==> src/sv/msc_pkg.sv <==
// Shared types, widths and helpers for the matting sample-pair cost block.
// Used by every module of the block; no dependencies of its own.
`default_nettype none

package msc_pkg;

  // Build-time knobs
  localparam int COORD_BITS     = 12;
  localparam int COST_FRAC_BITS = 16;

  // Fixed field widths
  localparam int CH_W       = 8;
  localparam int COLOR_W    = 3 * CH_W;
  localparam int COORD_IN_W = 12;
  localparam int NEAR_W     = 21;
  localparam int COST_W     = 30;
  localparam int ALPHA_W    = 16;
  localparam int ALPHA_FRAC = 15;
  localparam int IN_W       = 216;
  localparam int OUT_W      = 48;

  localparam logic [COST_W-1:0]  COST_MAX  = '1;
  localparam logic [ALPHA_W-1:0] ALPHA_ONE = ALPHA_W'(1) << ALPHA_FRAC;

  // Colour path widths
  localparam int DIFF_W  = CH_W + 1;                 // signed channel difference
  localparam int NUM_W   = 2 * CH_W + 3;             // signed projection numerator
  localparam int DEN_W   = 2 * CH_W + 2;             // squared colour distance
  localparam int RES_W   = CH_W + ALPHA_FRAC + 2;    // signed residual, Q.15
  localparam int SQ_W    = 2 * (RES_W - 1);
  localparam int SUM2_W  = SQ_W + 2;
  localparam int CSH_L   = (COST_FRAC_BITS >= 15) ? 2 * (COST_FRAC_BITS - 15) : 0;
  localparam int CSH_R   = (COST_FRAC_BITS < 15) ? 2 * (15 - COST_FRAC_BITS) : 0;
  localparam int CSQ_W   = SUM2_W + CSH_L;
  localparam int CROOT_W = (CSQ_W + 1) / 2;

  // Spatial path widths
  localparam int COORD_W   = (COORD_BITS < COORD_IN_W) ? COORD_BITS : COORD_IN_W;
  localparam int DCO_W     = COORD_W + 1;
  localparam int D2_W      = 2 * COORD_W + 1;
  localparam int RAD_SHIFT = 32;
  localparam int SRAD_W    = D2_W + RAD_SHIFT;
  localparam int SROOT_W   = (SRAD_W + 1) / 2;
  localparam int SNUM_W    = SROOT_W + COST_FRAC_BITS - 8;
  localparam int SDIV_W    = (SNUM_W > NEAR_W + COST_W) ? SNUM_W : NEAR_W + COST_W;

  // Pipeline lengths
  localparam int COLOR_LEN  = 1 + ALPHA_FRAC + 3 + CROOT_W;
  localparam int SPACE_LEN  = SROOT_W + 1 + COST_W;
  localparam int PIPE_LEN   = (COLOR_LEN > SPACE_LEN) ? COLOR_LEN : SPACE_LEN;
  localparam int COLOR_PAD  = PIPE_LEN - COLOR_LEN;
  localparam int SPACE_PAD  = PIPE_LEN - SPACE_LEN;
  localparam int PIPE_DEPTH = PIPE_LEN + 3;

  typedef enum logic [1:0] {
    ASEL_ZERO = 2'd0,
    ASEL_ONE  = 2'd1,
    ASEL_DIV  = 2'd2
  } alpha_sel_t;

  // Input request, last field in the lowest bits
  typedef struct packed {
    logic [COST_W-1:0]     best_cost;
    logic [NEAR_W-1:0]     bg_nearest;
    logic [NEAR_W-1:0]     fg_nearest;
    logic [COORD_IN_W-1:0] bg_y;
    logic [COORD_IN_W-1:0] bg_x;
    logic [COORD_IN_W-1:0] fg_y;
    logic [COORD_IN_W-1:0] fg_x;
    logic [COORD_IN_W-1:0] pixel_y;
    logic [COORD_IN_W-1:0] pixel_x;
    logic [COLOR_W-1:0]    pixel_color;
    logic [COLOR_W-1:0]    bg_color;
    logic [COLOR_W-1:0]    fg_color;
  } in_item_t;

  // Result request, last field in the lowest bits
  typedef struct packed {
    logic                spare;
    logic                better;
    logic [COST_W-1:0]   cost;
    logic [ALPHA_W-1:0]  alpha;
  } out_item_t;

  typedef struct packed {
    logic [NUM_W-1:0]             num;
    logic [DEN_W-1:0]             den;
    logic [2:0][DIFF_W-1:0]       d;
    logic [2:0][DIFF_W-1:0]       e;
  } color_in_t;

  typedef struct packed {
    logic [D2_W-1:0]   d2;
    logic [NEAR_W-1:0] nearest;
  } space_in_t;

  function automatic logic [COST_W-1:0] sat_add(input logic [COST_W-1:0] a,
                                                input logic [COST_W-1:0] b);
    logic [COST_W:0] s;
    s = {1'b0, a} + {1'b0, b};
    return s[COST_W] ? COST_MAX : s[COST_W-1:0];
  endfunction

endpackage

`default_nettype wire

==> src/sv/msc_front.sv <==
// First stage: channel differences, projection terms and squared distances.
// Depends on msc_pkg.
`default_nettype none

module msc_front (
  input  logic                  clk,
  input  logic                  adv_i,
  input  msc_pkg::in_item_t     item_i,
  output msc_pkg::color_in_t    col_o,
  output msc_pkg::space_in_t    spf_o,
  output msc_pkg::space_in_t    spb_o
);

  localparam int CH_W   = msc_pkg::CH_W;
  localparam int DIFF_W = msc_pkg::DIFF_W;
  localparam int NUM_W  = msc_pkg::NUM_W;
  localparam int DEN_W  = msc_pkg::DEN_W;
  localparam int CW     = msc_pkg::COORD_W;
  localparam int DCO_W  = msc_pkg::DCO_W;
  localparam int D2_W   = msc_pkg::D2_W;

  msc_pkg::color_in_t col_w;
  logic [D2_W-1:0]    d2f_w, d2b_w;

  always_comb begin
    logic signed [DIFF_W-1:0] dc, ec;
    logic signed [NUM_W-1:0]  pn, pd;
    col_w = '0;
    for (int c = 0; c < 3; c++) begin
      dc = $signed({1'b0, item_i.fg_color[CH_W*c +: CH_W]})
         - $signed({1'b0, item_i.bg_color[CH_W*c +: CH_W]});
      ec = $signed({1'b0, item_i.pixel_color[CH_W*c +: CH_W]})
         - $signed({1'b0, item_i.bg_color[CH_W*c +: CH_W]});
      pn = ec * dc;
      pd = dc * dc;
      col_w.d[c] = dc;
      col_w.e[c] = ec;
      col_w.num  = col_w.num + pn;
      col_w.den  = col_w.den + DEN_W'(pd);
    end
  end

  always_comb begin
    logic signed [DCO_W-1:0]   dx, dy;
    logic signed [2*DCO_W-1:0] sx, sy;
    dx = $signed({1'b0, item_i.pixel_x[CW-1:0]}) - $signed({1'b0, item_i.fg_x[CW-1:0]});
    dy = $signed({1'b0, item_i.pixel_y[CW-1:0]}) - $signed({1'b0, item_i.fg_y[CW-1:0]});
    sx = dx * dx;
    sy = dy * dy;
    d2f_w = D2_W'(sx) + D2_W'(sy);
    dx = $signed({1'b0, item_i.pixel_x[CW-1:0]}) - $signed({1'b0, item_i.bg_x[CW-1:0]});
    dy = $signed({1'b0, item_i.pixel_y[CW-1:0]}) - $signed({1'b0, item_i.bg_y[CW-1:0]});
    sx = dx * dx;
    sy = dy * dy;
    d2b_w = D2_W'(sx) + D2_W'(sy);
  end

  always_ff @(posedge clk) begin
    if (adv_i) begin
      col_o         <= col_w;
      spf_o.d2      <= d2f_w;
      spf_o.nearest <= item_i.fg_nearest;
      spb_o.d2      <= d2b_w;
      spb_o.nearest <= item_i.bg_nearest;
    end
  end

endmodule

`default_nettype wire

==> config.mk <==
export PLATFORM = sky130hd
export DESIGN_NAME = msc_front
export DESIGN_NICKNAME = d
export VERILOG_FILES = /design/src/sv/msc_pkg.sv /design/src/sv/msc_front.sv
export SDC_FILE = /design/constraint.sdc
export NUM_CORES = 2
export LEC_CHECK = 0
export BUFFER_PORTS_ARGS = -buffer_cell sky130_fd_sc_hd__buf_2
export CAP_MARGIN = 30
export CORE_AREA = 2 2 357 359
export CTS_CLUSTER_SIZE = 12
export DETAILED_ROUTE_END_ITERATION = 16
export DIE_AREA = 0 0 359 361
export HOLD_SLACK_MARGIN = 0.06
export PLACE_DENSITY = 0.6
export SYNTH_ARGS = -nofsm -noshare
export SYNTH_HDL_FRONTEND = slang
export SYNTH_SLANG_ARGS = --single-unit
==> constraint.sdc <==
create_clock -name clk -period 19.3 [get_ports clk]
set_input_delay 3.86 -clock clk [delete_from_list [all_inputs] [get_ports clk]]
set_output_delay 3.86 -clock clk [all_outputs]
set_load 0.005 [all_outputs]
==> impl_metrics.toml <==
[place]
dp_slack_ps = 4800
place_inst = 6858
port_buffers = 370
dp_hpwl_um = 105000
gp_congestion = 0.903

[sta]
finalSetupViolCount = 0
worstMarginPinSlew_ps = 1080
finalSetupTns_ps = 0
fin_crit_sh_pct = 72.2
fmax_mhz = 71.7
slew_headroom_pct = 27.2
slew_viol_final = 0
fin_crit_ps = 13940
layout_setup_ws_ps = 5360
rsz0062_at_grt = "no"
finalHoldViolCount = 0

[synth]
synth.top_cells.by_count = "inv_1, fa_1, ha_1"
synth_fa_ha_area_share_pct = 60.2
synth_top_family_by_area = "adder cells"
syn_avg_cell_area_um2 = 10.0
synth_top_area_share_pct = 47.1
synthMuxAreaShare_pct = 0.0848
yosysWarnings = 0
synth_cell_types = 62
ys_seq_area_share_pct = 11.3
synth-seq-cells = 183
synth-xor-area-share_pct = 4.41
synthFlopType = "edfxtp_1"
synth_largest_area_cell = "fa_1"
synth_compound_area_share_pct = 4.17
synthCells = 4847
syn_area_um2 = 48700
synth_fp_nets = 6717
synthArstFlopShare_pct = 0
yosysMostFrequentCell = "inv_1"
synthTopCellsByArea = "fa_1, ha_1, edfxtp_1"
synthSimpleGateAreaFrac_pct = 8.60
synth_edf_count = 183

[finish]
stdcell_count = 6891
fill_cells = 12326
drive_above_1_share_pct = 10.5
area_delta_synth_final_pct = 9.75
nets = 7098
antenna_cells = 0

[clock_tree]
cts_setup_buffers = 0
clkSinkCount = 183
post_cts_resized = 0
cts_hold_buf = 0
h-tree-depth = 4
cts-buffers-inserted = 17
clk_transition_reported_paths_ps = 90
ctsLongestPathBuffers = 2
cts_root_buf = "clkbuf_16"
cts_tree = "done"

[global_route]
grt_max_degree = 77
overflow = 0
antenna_found_initial = 5
grt_pass1_vias = 36191
grt_pass1_wl_um = 196000
grt_use_total_pct = 19.8

[critical_path]
cpPeakStageDelay_ps = 720
crit_top_cell = "fa_1"
critical_path_peak_fanout = 10
worst_ep_required_time_ps = 19590
slowest_stage = "xnor2_1"
crit_path_start = "item_i[41]"
crit_type = "input port to flip-flop"
crit_arrival_ps = 14230
critPathCaptureType = "flip-flop"
critPathLaunchType = "input port"

[route]
dr_wl_met3_um = 7550
avgRoutedWirePerCell_um = 17.6
vias_per_cell = 4.77
via_count = 32846
wl_met1_um = 48300
drtPass1Iterations = 5
highest_layer = "met5"
ant_nets = 0
dr_wl_met2_um = 60500
drc = 0
drtIter0Drc = 1728
totalWireLength_um = 121000

[die]
fp.dieH_um = 361
design.die.area_um2 = 130000
fp.dieW_um = 359
start_util_pct = 38.8
rows = 130
core_um2 = 125000
ios = 401

[job]
maxCapViolCount = 0

[worst_hold_path]
min-delay-start = "item_i[169]"
hp-class = "input port to flip-flop"

[outcome]
status = "completed"
==> registers in the layout, indices dropped and copies added (netlist names) <==
register  cells
col_o        91
spb_o        46
spf_o        46
==> kinds of logic (layout without fill, tap and decap cells) <==
kind of cell	after synthesis	after routing
simple gates	985	985
buf+inv	1464	1858
xor+xnor	245	245
fa+ha+maj	1652	1652
compound gates	313	313
flops	183	183
other cells	1	1
mux	4	4
==> cell usage in the layout (no fill, tap or decap), types with 6 or more instances in the layout <==
| cell | instances |
|---|---|
| buf_2 | 369 |
| nand2b_1 | 28 |
| and3_1 | 12 |
| nand2_1 | 399 |
| ha_1 | 506 |
| xnor2_1 | 183 |
| o21ai_1 | 27 |
| a31oi_1 | 11 |
| edfxtp_1 | 183 |
| o21ai_0 | 15 |
| o21a_1 | 16 |
| fa_1 | 1146 |
| o31ai_1 | 6 |
| nor2b_1 | 28 |
| nor2_1 | 375 |
| a21o_1 | 50 |
| inv_1 | 1322 |
| and2_1 | 60 |
| o21bai_1 | 36 |
| nand3_1 | 17 |
| xor2_1 | 59 |
| nor3_1 | 35 |
| clkbuf_16 | 17 |
| buf_4 | 56 |
| inv_2 | 74 |
| a21oi_1 | 110 |
==> layout make-up <==
cell class / instances / area, um2 / share of cell area [%]
multi-input cells: 3200 / 37700 / 70.6
flip-flops and latches: 183 / 5500 / 10.3
inverters: 1400 / 5260 / 9.84
repair buffers: 426 / 2280 / 4.27
well taps: 1650 / 2060 / 3.87
clock buffers: 17 / 425 / 0.796
clock inverters: 15 / 189 / 0.354
==> final timing paths <==
| path | endpoint | slack, ps | cells after the start |
|---|---|---|---|
| max | col_o[90] | 5360 | 40 |
| min | spb_o[4] | 3480 | 1 |
==> worst max-delay path: cells and delay by family <==
family | cells | cell delay, ps
XOR/XNOR | 3 | 1250
adder cells (fa/ha/maj) | 14 | 6110
buffers and inverters | 9 | 580
AND/OR/NAND/NOR | 4 | 450
AO/OA/AOI/OAI | 10 | 1950
==> stage by stage <==
stage	hold WS [ps]	cell area, um2	util [%]
6_report	3480	53400	42.6
3_5_place_dp	4040	52800	42.1
4_1_cts	3420	53400	42.6
2_1_floorplan	3960	48700	-
5_1_grt	3430	53400	42.6
3_3_place_gp	4040	52800	42.1
==> metal layers <==
layer,GRT usage [%],vias up
li1,-,15078
met1,24.4,16708
met2,34.2,871
met3,4.08,185
met4,7.82,4
met5,0,-
Power is not shown: default switching activity piles up to over one toggle a cycle in this logic, so the estimate is an artifact.
