## config.mk

```make
export PLATFORM = sky130hd
export DESIGN_NAME = msc_obuf
export DESIGN_NICKNAME = d
export VERILOG_FILES = /design/src/sv/msc_pkg.sv /design/src/sv/msc_obuf.sv
export SDC_FILE = /design/constraint.sdc
export NUM_CORES = 1
export LEC_CHECK = 0
export ABC_AREA = 1
export BUFFER_PORTS_ARGS = -buffer_cell sky130_fd_sc_hd__clkbuf_2
export CORE_MARGIN = 5
export CORE_UTILIZATION = 47
export DETAILED_ROUTE_END_ITERATION = 8
export GPL_TIMING_DRIVEN = 0
export PLACE_DENSITY = 0.76
export SYNTH_ARGS = -nofsm -noshare
export SYNTH_HDL_FRONTEND = slang
export SYNTH_SLANG_ARGS = --single-unit
```

## constraint.sdc

```tcl
create_clock -name clk -period 3.32 [get_ports clk]
set_clock_uncertainty 0.2 [all_clocks]
set_input_delay 0.83 -clock clk [delete_from_list [all_inputs] [get_ports clk]]
set_output_delay 0.83 -clock clk [all_outputs]
set_load 0.05 [all_outputs]
```

## src/sv/msc_pkg.sv

```systemverilog
// Shared types, widths and helpers for the matting sample-pair cost block.
// Used by every module of the block; no dependencies of its own.
`default_nettype none

package msc_pkg;

  // Build-time knobs
  localparam int COORD_BITS     = 12;
  localparam int COST_FRAC_BITS = 16;

  // Fixed field widths
  localparam int CH_W       = 8;
  localparam int COLOR_W    = 3 * CH_W;
  localparam int COORD_IN_W = 12;
  localparam int NEAR_W     = 21;
  localparam int COST_W     = 30;
  localparam int ALPHA_W    = 16;
  localparam int ALPHA_FRAC = 15;
  localparam int IN_W       = 216;
  localparam int OUT_W      = 48;

  localparam logic [COST_W-1:0]  COST_MAX  = '1;
  localparam logic [ALPHA_W-1:0] ALPHA_ONE = ALPHA_W'(1) << ALPHA_FRAC;

  // Colour path widths
  localparam int DIFF_W  = CH_W + 1;                 // signed channel difference
  localparam int NUM_W   = 2 * CH_W + 3;             // signed projection numerator
  localparam int DEN_W   = 2 * CH_W + 2;             // squared colour distance
  localparam int RES_W   = CH_W + ALPHA_FRAC + 2;    // signed residual, Q.15
  localparam int SQ_W    = 2 * (RES_W - 1);
  localparam int SUM2_W  = SQ_W + 2;
  localparam int CSH_L   = (COST_FRAC_BITS >= 15) ? 2 * (COST_FRAC_BITS - 15) : 0;
  localparam int CSH_R   = (COST_FRAC_BITS < 15) ? 2 * (15 - COST_FRAC_BITS) : 0;
  localparam int CSQ_W   = SUM2_W + CSH_L;
  localparam int CROOT_W = (CSQ_W + 1) / 2;

  // Spatial path widths
  localparam int COORD_W   = (COORD_BITS < COORD_IN_W) ? COORD_BITS : COORD_IN_W;
  localparam int DCO_W     = COORD_W + 1;
  localparam int D2_W      = 2 * COORD_W + 1;
  localparam int RAD_SHIFT = 32;
  localparam int SRAD_W    = D2_W + RAD_SHIFT;
  localparam int SROOT_W   = (SRAD_W + 1) / 2;
  localparam int SNUM_W    = SROOT_W + COST_FRAC_BITS - 8;
  localparam int SDIV_W    = (SNUM_W > NEAR_W + COST_W) ? SNUM_W : NEAR_W + COST_W;

  // Pipeline lengths
  localparam int COLOR_LEN  = 1 + ALPHA_FRAC + 3 + CROOT_W;
  localparam int SPACE_LEN  = SROOT_W + 1 + COST_W;
  localparam int PIPE_LEN   = (COLOR_LEN > SPACE_LEN) ? COLOR_LEN : SPACE_LEN;
  localparam int COLOR_PAD  = PIPE_LEN - COLOR_LEN;
  localparam int SPACE_PAD  = PIPE_LEN - SPACE_LEN;
  localparam int PIPE_DEPTH = PIPE_LEN + 3;

  typedef enum logic [1:0] {
    ASEL_ZERO = 2'd0,
    ASEL_ONE  = 2'd1,
    ASEL_DIV  = 2'd2
  } alpha_sel_t;

  // Input request, last field in the lowest bits
  typedef struct packed {
    logic [COST_W-1:0]     best_cost;
    logic [NEAR_W-1:0]     bg_nearest;
    logic [NEAR_W-1:0]     fg_nearest;
    logic [COORD_IN_W-1:0] bg_y;
    logic [COORD_IN_W-1:0] bg_x;
    logic [COORD_IN_W-1:0] fg_y;
    logic [COORD_IN_W-1:0] fg_x;
    logic [COORD_IN_W-1:0] pixel_y;
    logic [COORD_IN_W-1:0] pixel_x;
    logic [COLOR_W-1:0]    pixel_color;
    logic [COLOR_W-1:0]    bg_color;
    logic [COLOR_W-1:0]    fg_color;
  } in_item_t;

  // Result request, last field in the lowest bits
  typedef struct packed {
    logic                spare;
    logic                better;
    logic [COST_W-1:0]   cost;
    logic [ALPHA_W-1:0]  alpha;
  } out_item_t;

  typedef struct packed {
    logic [NUM_W-1:0]             num;
    logic [DEN_W-1:0]             den;
    logic [2:0][DIFF_W-1:0]       d;
    logic [2:0][DIFF_W-1:0]       e;
  } color_in_t;

  typedef struct packed {
    logic [D2_W-1:0]   d2;
    logic [NEAR_W-1:0] nearest;
  } space_in_t;

  function automatic logic [COST_W-1:0] sat_add(input logic [COST_W-1:0] a,
                                                input logic [COST_W-1:0] b);
    logic [COST_W:0] s;
    s = {1'b0, a} + {1'b0, b};
    return s[COST_W] ? COST_MAX : s[COST_W-1:0];
  endfunction

endpackage

`default_nettype wire

```

## src/sv/msc_obuf.sv

```systemverilog
// Two-entry result buffer that parts the pipeline from the output channel.
// Depends on msc_pkg.
`default_nettype none

module msc_obuf (
  input  logic                         clk,
  input  logic                         rst_n,
  input  logic                         wr_i,
  input  msc_pkg::out_item_t           wr_data_i,
  output logic                         full_o,
  output logic                         out_tvalid,
  input  logic                         out_tready,
  output logic [msc_pkg::OUT_W-1:0]    out_tdata
);

  msc_pkg::out_item_t mem_r [2];
  logic               wptr_r, rptr_r;
  logic [1:0]         count_r, count_nxt;
  logic               rd;

  assign rd         = out_tvalid && out_tready;
  assign out_tvalid = (count_r != 2'd0);
  assign full_o     = (count_r == 2'd2);
  assign out_tdata  = mem_r[rptr_r];

  always_comb begin
    count_nxt = count_r;
    if (wr_i && !rd) count_nxt = count_r + 2'd1;
    if (!wr_i && rd) count_nxt = count_r - 2'd1;
  end

  always_ff @(posedge clk) begin
    if (!rst_n) begin
      wptr_r  <= 1'b0;
      rptr_r  <= 1'b0;
      count_r <= 2'd0;
    end else begin
      if (wr_i) wptr_r <= ~wptr_r;
      if (rd)   rptr_r <= ~rptr_r;
      count_r <= count_nxt;
    end
  end

  always_ff @(posedge clk) begin
    if (wr_i) mem_r[wptr_r] <= wr_data_i;
  end

endmodule

`default_nettype wire

```

==> results.md <==
STA:
- The number of hold violations in the final report is 0.
- Static timing analysis puts the maximum clock frequency at 375 MHz.
- The total negative setup slack is 0 ns.
- The number of pins with negative max-slew slack in the final report is 0.
- The routed design could run at a clock period as short as between 2 and 3 ns.
- The worst pin sits at a relative slew slack of 55.5%.
- At the pin with the least slew margin, the transition time is 0.666 ns.
- The share of the clock period used by the worst path after layout is between 80% and 90%.
- Setup repair after global routing left no endpoint under its margin.
- The number of failing setup endpoints in the final timing report is 0.

Die:
- From bottom edge to top edge, the die measures between 90 and 100 microns.
- The starting utilization of the core area is between 40% and 50%.
- The die covers between 9000 and 10000 sq um.
- The placeable core area is 7770 sq um.
- The floorplan has 32 rows.
- 102 I/O pins were placed.
- The die is between 90 and 100 microns wide.

Cells and area:
- The library cell used most frequently in the layout, excluding fill and tap cells, is sky130_fd_sc_hd__clkbuf_2.
- The library cells used most frequently in the layout, excluding fill and tap cells, are sky130_fd_sc_hd__clkbuf_2, sky130_fd_sc_hd__edfxtp_1, sky130_fd_sc_hd__mux2_2.
- Cells with a size suffix above 1 make up 56.9% of the layout.
- The register area is approximately 3000 sq um.
- The area added between synthesis and finish is 22.7%.
- The number of diodes added for antenna fixing is 0.
- The area of the multi-input gates is between 700 and 800 sq um.
- The post-route non-filler standard cell count is just over 400.
- The final design instance area without fill is 4630 sq um.
- After filler insertion, the fill cell instance count of the layout stands at roughly 610.
- The net count reported at finish is roughly 350.

Global routing:
- The number of global-route vias before repair is ~2.1k.
- After global routing the overflow that remains totals 0.
- Entering global routing, the biggest net connects 28 pins.
- The global-route wire length before repair is around 10 mm.
- Global routing used 12.8% of the available tracks.
- The initial antenna violation count is 0.

Clock network:
- TritonCTS built the clock tree.
- The number of setup buffers added after CTS is 0.
- Hold repair after CTS inserted 0 buffers.
- The H-tree was split into 3 levels.
- The clock reaches the later pin of the worst-skew pair after roughly 0.35 ns.
- The post-cts resize count is 0.
- The clock root buffer is sky130_fd_sc_hd__clkbuf_8.
- The clock sink count is between 100 and 150.
- The clock passes through at most 2 buffers.
- Clock-pin slew was measured on the worst setup and hold paths at roughly 0.090 ns.
- The number of buffers added by the clock tree synthesis step is 9.

Synth:
- Counting every instance in the synthesized netlist gives about 190.
- The summed instance area of the synthesized netlist is around 3800 sq um.
- In this run the mean area of a mapped cell was ~20 sq um.
- Summing the areas of all xor and xnor instances in the mapped netlist gives 0% of the synthesized area.
- The synthesized flop and latch total is between 100 and 150.
- The post-synthesis compound-gate area fraction is 0.464%.
- The total of warnings raised by yosys is 0.
- After synthesis, flip-flops and latches occupy between 70% and 80% of the total area.
- The post-synthesis share of cell area spent on full adders, half adders and majority gates is less than 1%.
- Of the total synthesized cell area, the portion taken by AND, OR, NAND and NOR gates is roughly 2.2%.
- The post-synthesis mux area share is roughly 16%.
- The dominant combinational cell family by area after synthesis is multiplexers.
- After synthesis, the netlist uses 15 different library cells.
- The net count of the mapped netlist is ~240.

Critical path:
- STA classifies the critical path endpoint as an output pin.
- On the critical path, the stage with the largest delay is an instance of sky130_fd_sc_hd__dfxtp_1.
- At the worst endpoint, the required time is ~2.3 ns.
- In this design, the stage delay of the slowest critical-path cell is around 0.37 ns.
- The worst setup path is of the reg2out kind.
- Along the worst path, the maximum fanout reaches 10.
- By instance count, the cell type seen most on the critical path is sky130_fd_sc_hd__buf_6.
- The nature of the critical path startpoint is a register.
- Traced cell by cell, the critical path runs through buf_6 > buf_6 > mux2_4 > clkbuf_2.
- The arrival time of data at the critical path endpoint is 1.64 ns.

Placement:
- In this run the tool buffered the top-level ports with 101 buffer cells.
- The placed cell count is between 300 and 400.
- After legalization and detailed placement, the total HPWL measured about 4.5 mm.
- The area after detailed placement is 4460 sq um.
- At the end of routability-driven placement, the weighted congestion stood at 0.707.

Min path:
- The tightest min-delay check is of the reg2reg type.

Run status:
- The flow ran to the end, and the final reports show no timing, DRC or antenna violations.

Power and ir drop:
- The combinational fraction of design power is 22.4%.
- The final total power is approximately 2.8 mW.
- The internal power of the cells totals 1.94 mW.
- In this run, flip-flops and latches consume a little over half of the power.
- In this run the power spent charging and discharging nets is about 850 uW.
- The leakage power total is around 1.8 nW.
- The worst-case IR drop observed on VDD is 0.000478 V.
- The clock network burns around a quarter of the power.
- Of the total power, the share spent switching nets is between 30 and 40%.
- The power per standard cell area is a little over 600 nW/um^2.

Routing:
- The wire length reported by the detailed router is just over 6 mm.
- After detailed routing, the number of vias per cell comes to 4.77.
- The remaining antenna violation count after routing is 0.
- After detailed routing, the number of remaining DRC violations is 0.
- For this block, the initial DRC count from the detailed router was 70.
- The first-pass iteration count of the detailed router is 4.
- The average wire per standard cell is roughly 15 microns.
- The routed layout has roughly 1.9k vias.

Flow run:
- The max-capacitance violation count is 0.
through the flow:
stage,utilization (%),worst slack (ns),hold WS [ns]
global route,59.6,0.561,0.327
CTS,59.6,0.604,0.320
floorplan,-,0.588,0.251
detailed placement,57.4,0.940,0.288
global placement,56.8,-0.225,0.268
finish,59.6,0.651,0.315
power groups by stage:
stage | logic, mW | registers [mW] | clock network, mW
finish | 0.625 | 1.49 | 0.676
detailed placement | 0.634 | 1.52 | 0
CTS | 0.635 | 1.49 | 0.701
global placement | 0.620 | 1.52 | 0
global route | 0.659 | 1.50 | 0.768
floorplan | 0.489 | 1.52 | 0
cell type report:
type,count,area share [%]
Sequential cell,101,64.4
Multi-Input combinational cell,73,15.9
Timing Repair Buffer,103,11.8
Tap cell,102,2.75
Clock buffer,9,2.67
Clock inverter,7,1.11
Buffer,5,0.945
Inverter,6,0.486
critical path, delay by kind of cell, from the launching register on:
| kind | cells | cell delay [ns] |
|---|---|---|
| muxes | 1 | 0.31 |
| buffers and inverters | 3 | 0.60 |
| DFF | 1 | 0.37 |
cell families after synthesis:
group / count (synthesis)
buffers and inverters: 11
AOI/OAI and AO/OA: 3
DFF: 101
adders and majority gates: 1
muxes: 48
and+or+nand+nor: 21
worst paths after layout:
kind | startpoint | to | slack (ns) | cells after the start
setup / recovery | register | out_tdata[34] | 0.65 | 4
hold / removal | rptr_r | rptr_r | 0.31 | 2
setup reg to reg | wptr_r | mem_r[1][23] | 1.62 | 3
hold reg to reg | rptr_r | rptr_r | 0.31 | 2
cell usage after synthesis, drive strengths merged:
cell    instances  area (sq um)
edfxtp         96          2880
a21oi           1          5.00
inv             6          22.5
nor2           11          41.3
dfxtp           5           100
mux2           48           616
o21a            1          7.51
ha              1          12.5
nand4           1          6.26
buf             5          43.8
nand2           8          30.0
nand3           1          5.00
o21ai           1          5.00
flip-flops by register name (all words and copies together), names as in the netlist, named ones only:
register,count
count_r,2
mem_r,96
rptr_r,1
wptr_r,1
layer usage:
layer	part of all wire, %	vias up	global-route usage (%)
met4	1.4	0	5.04
met3	9.6	8	4.91
met1	37	921	13.8
li1	-	932	-
met5	0	-	0
met2	51	74	22.8
No activity file was read; power rests on OpenSTA's default activity.
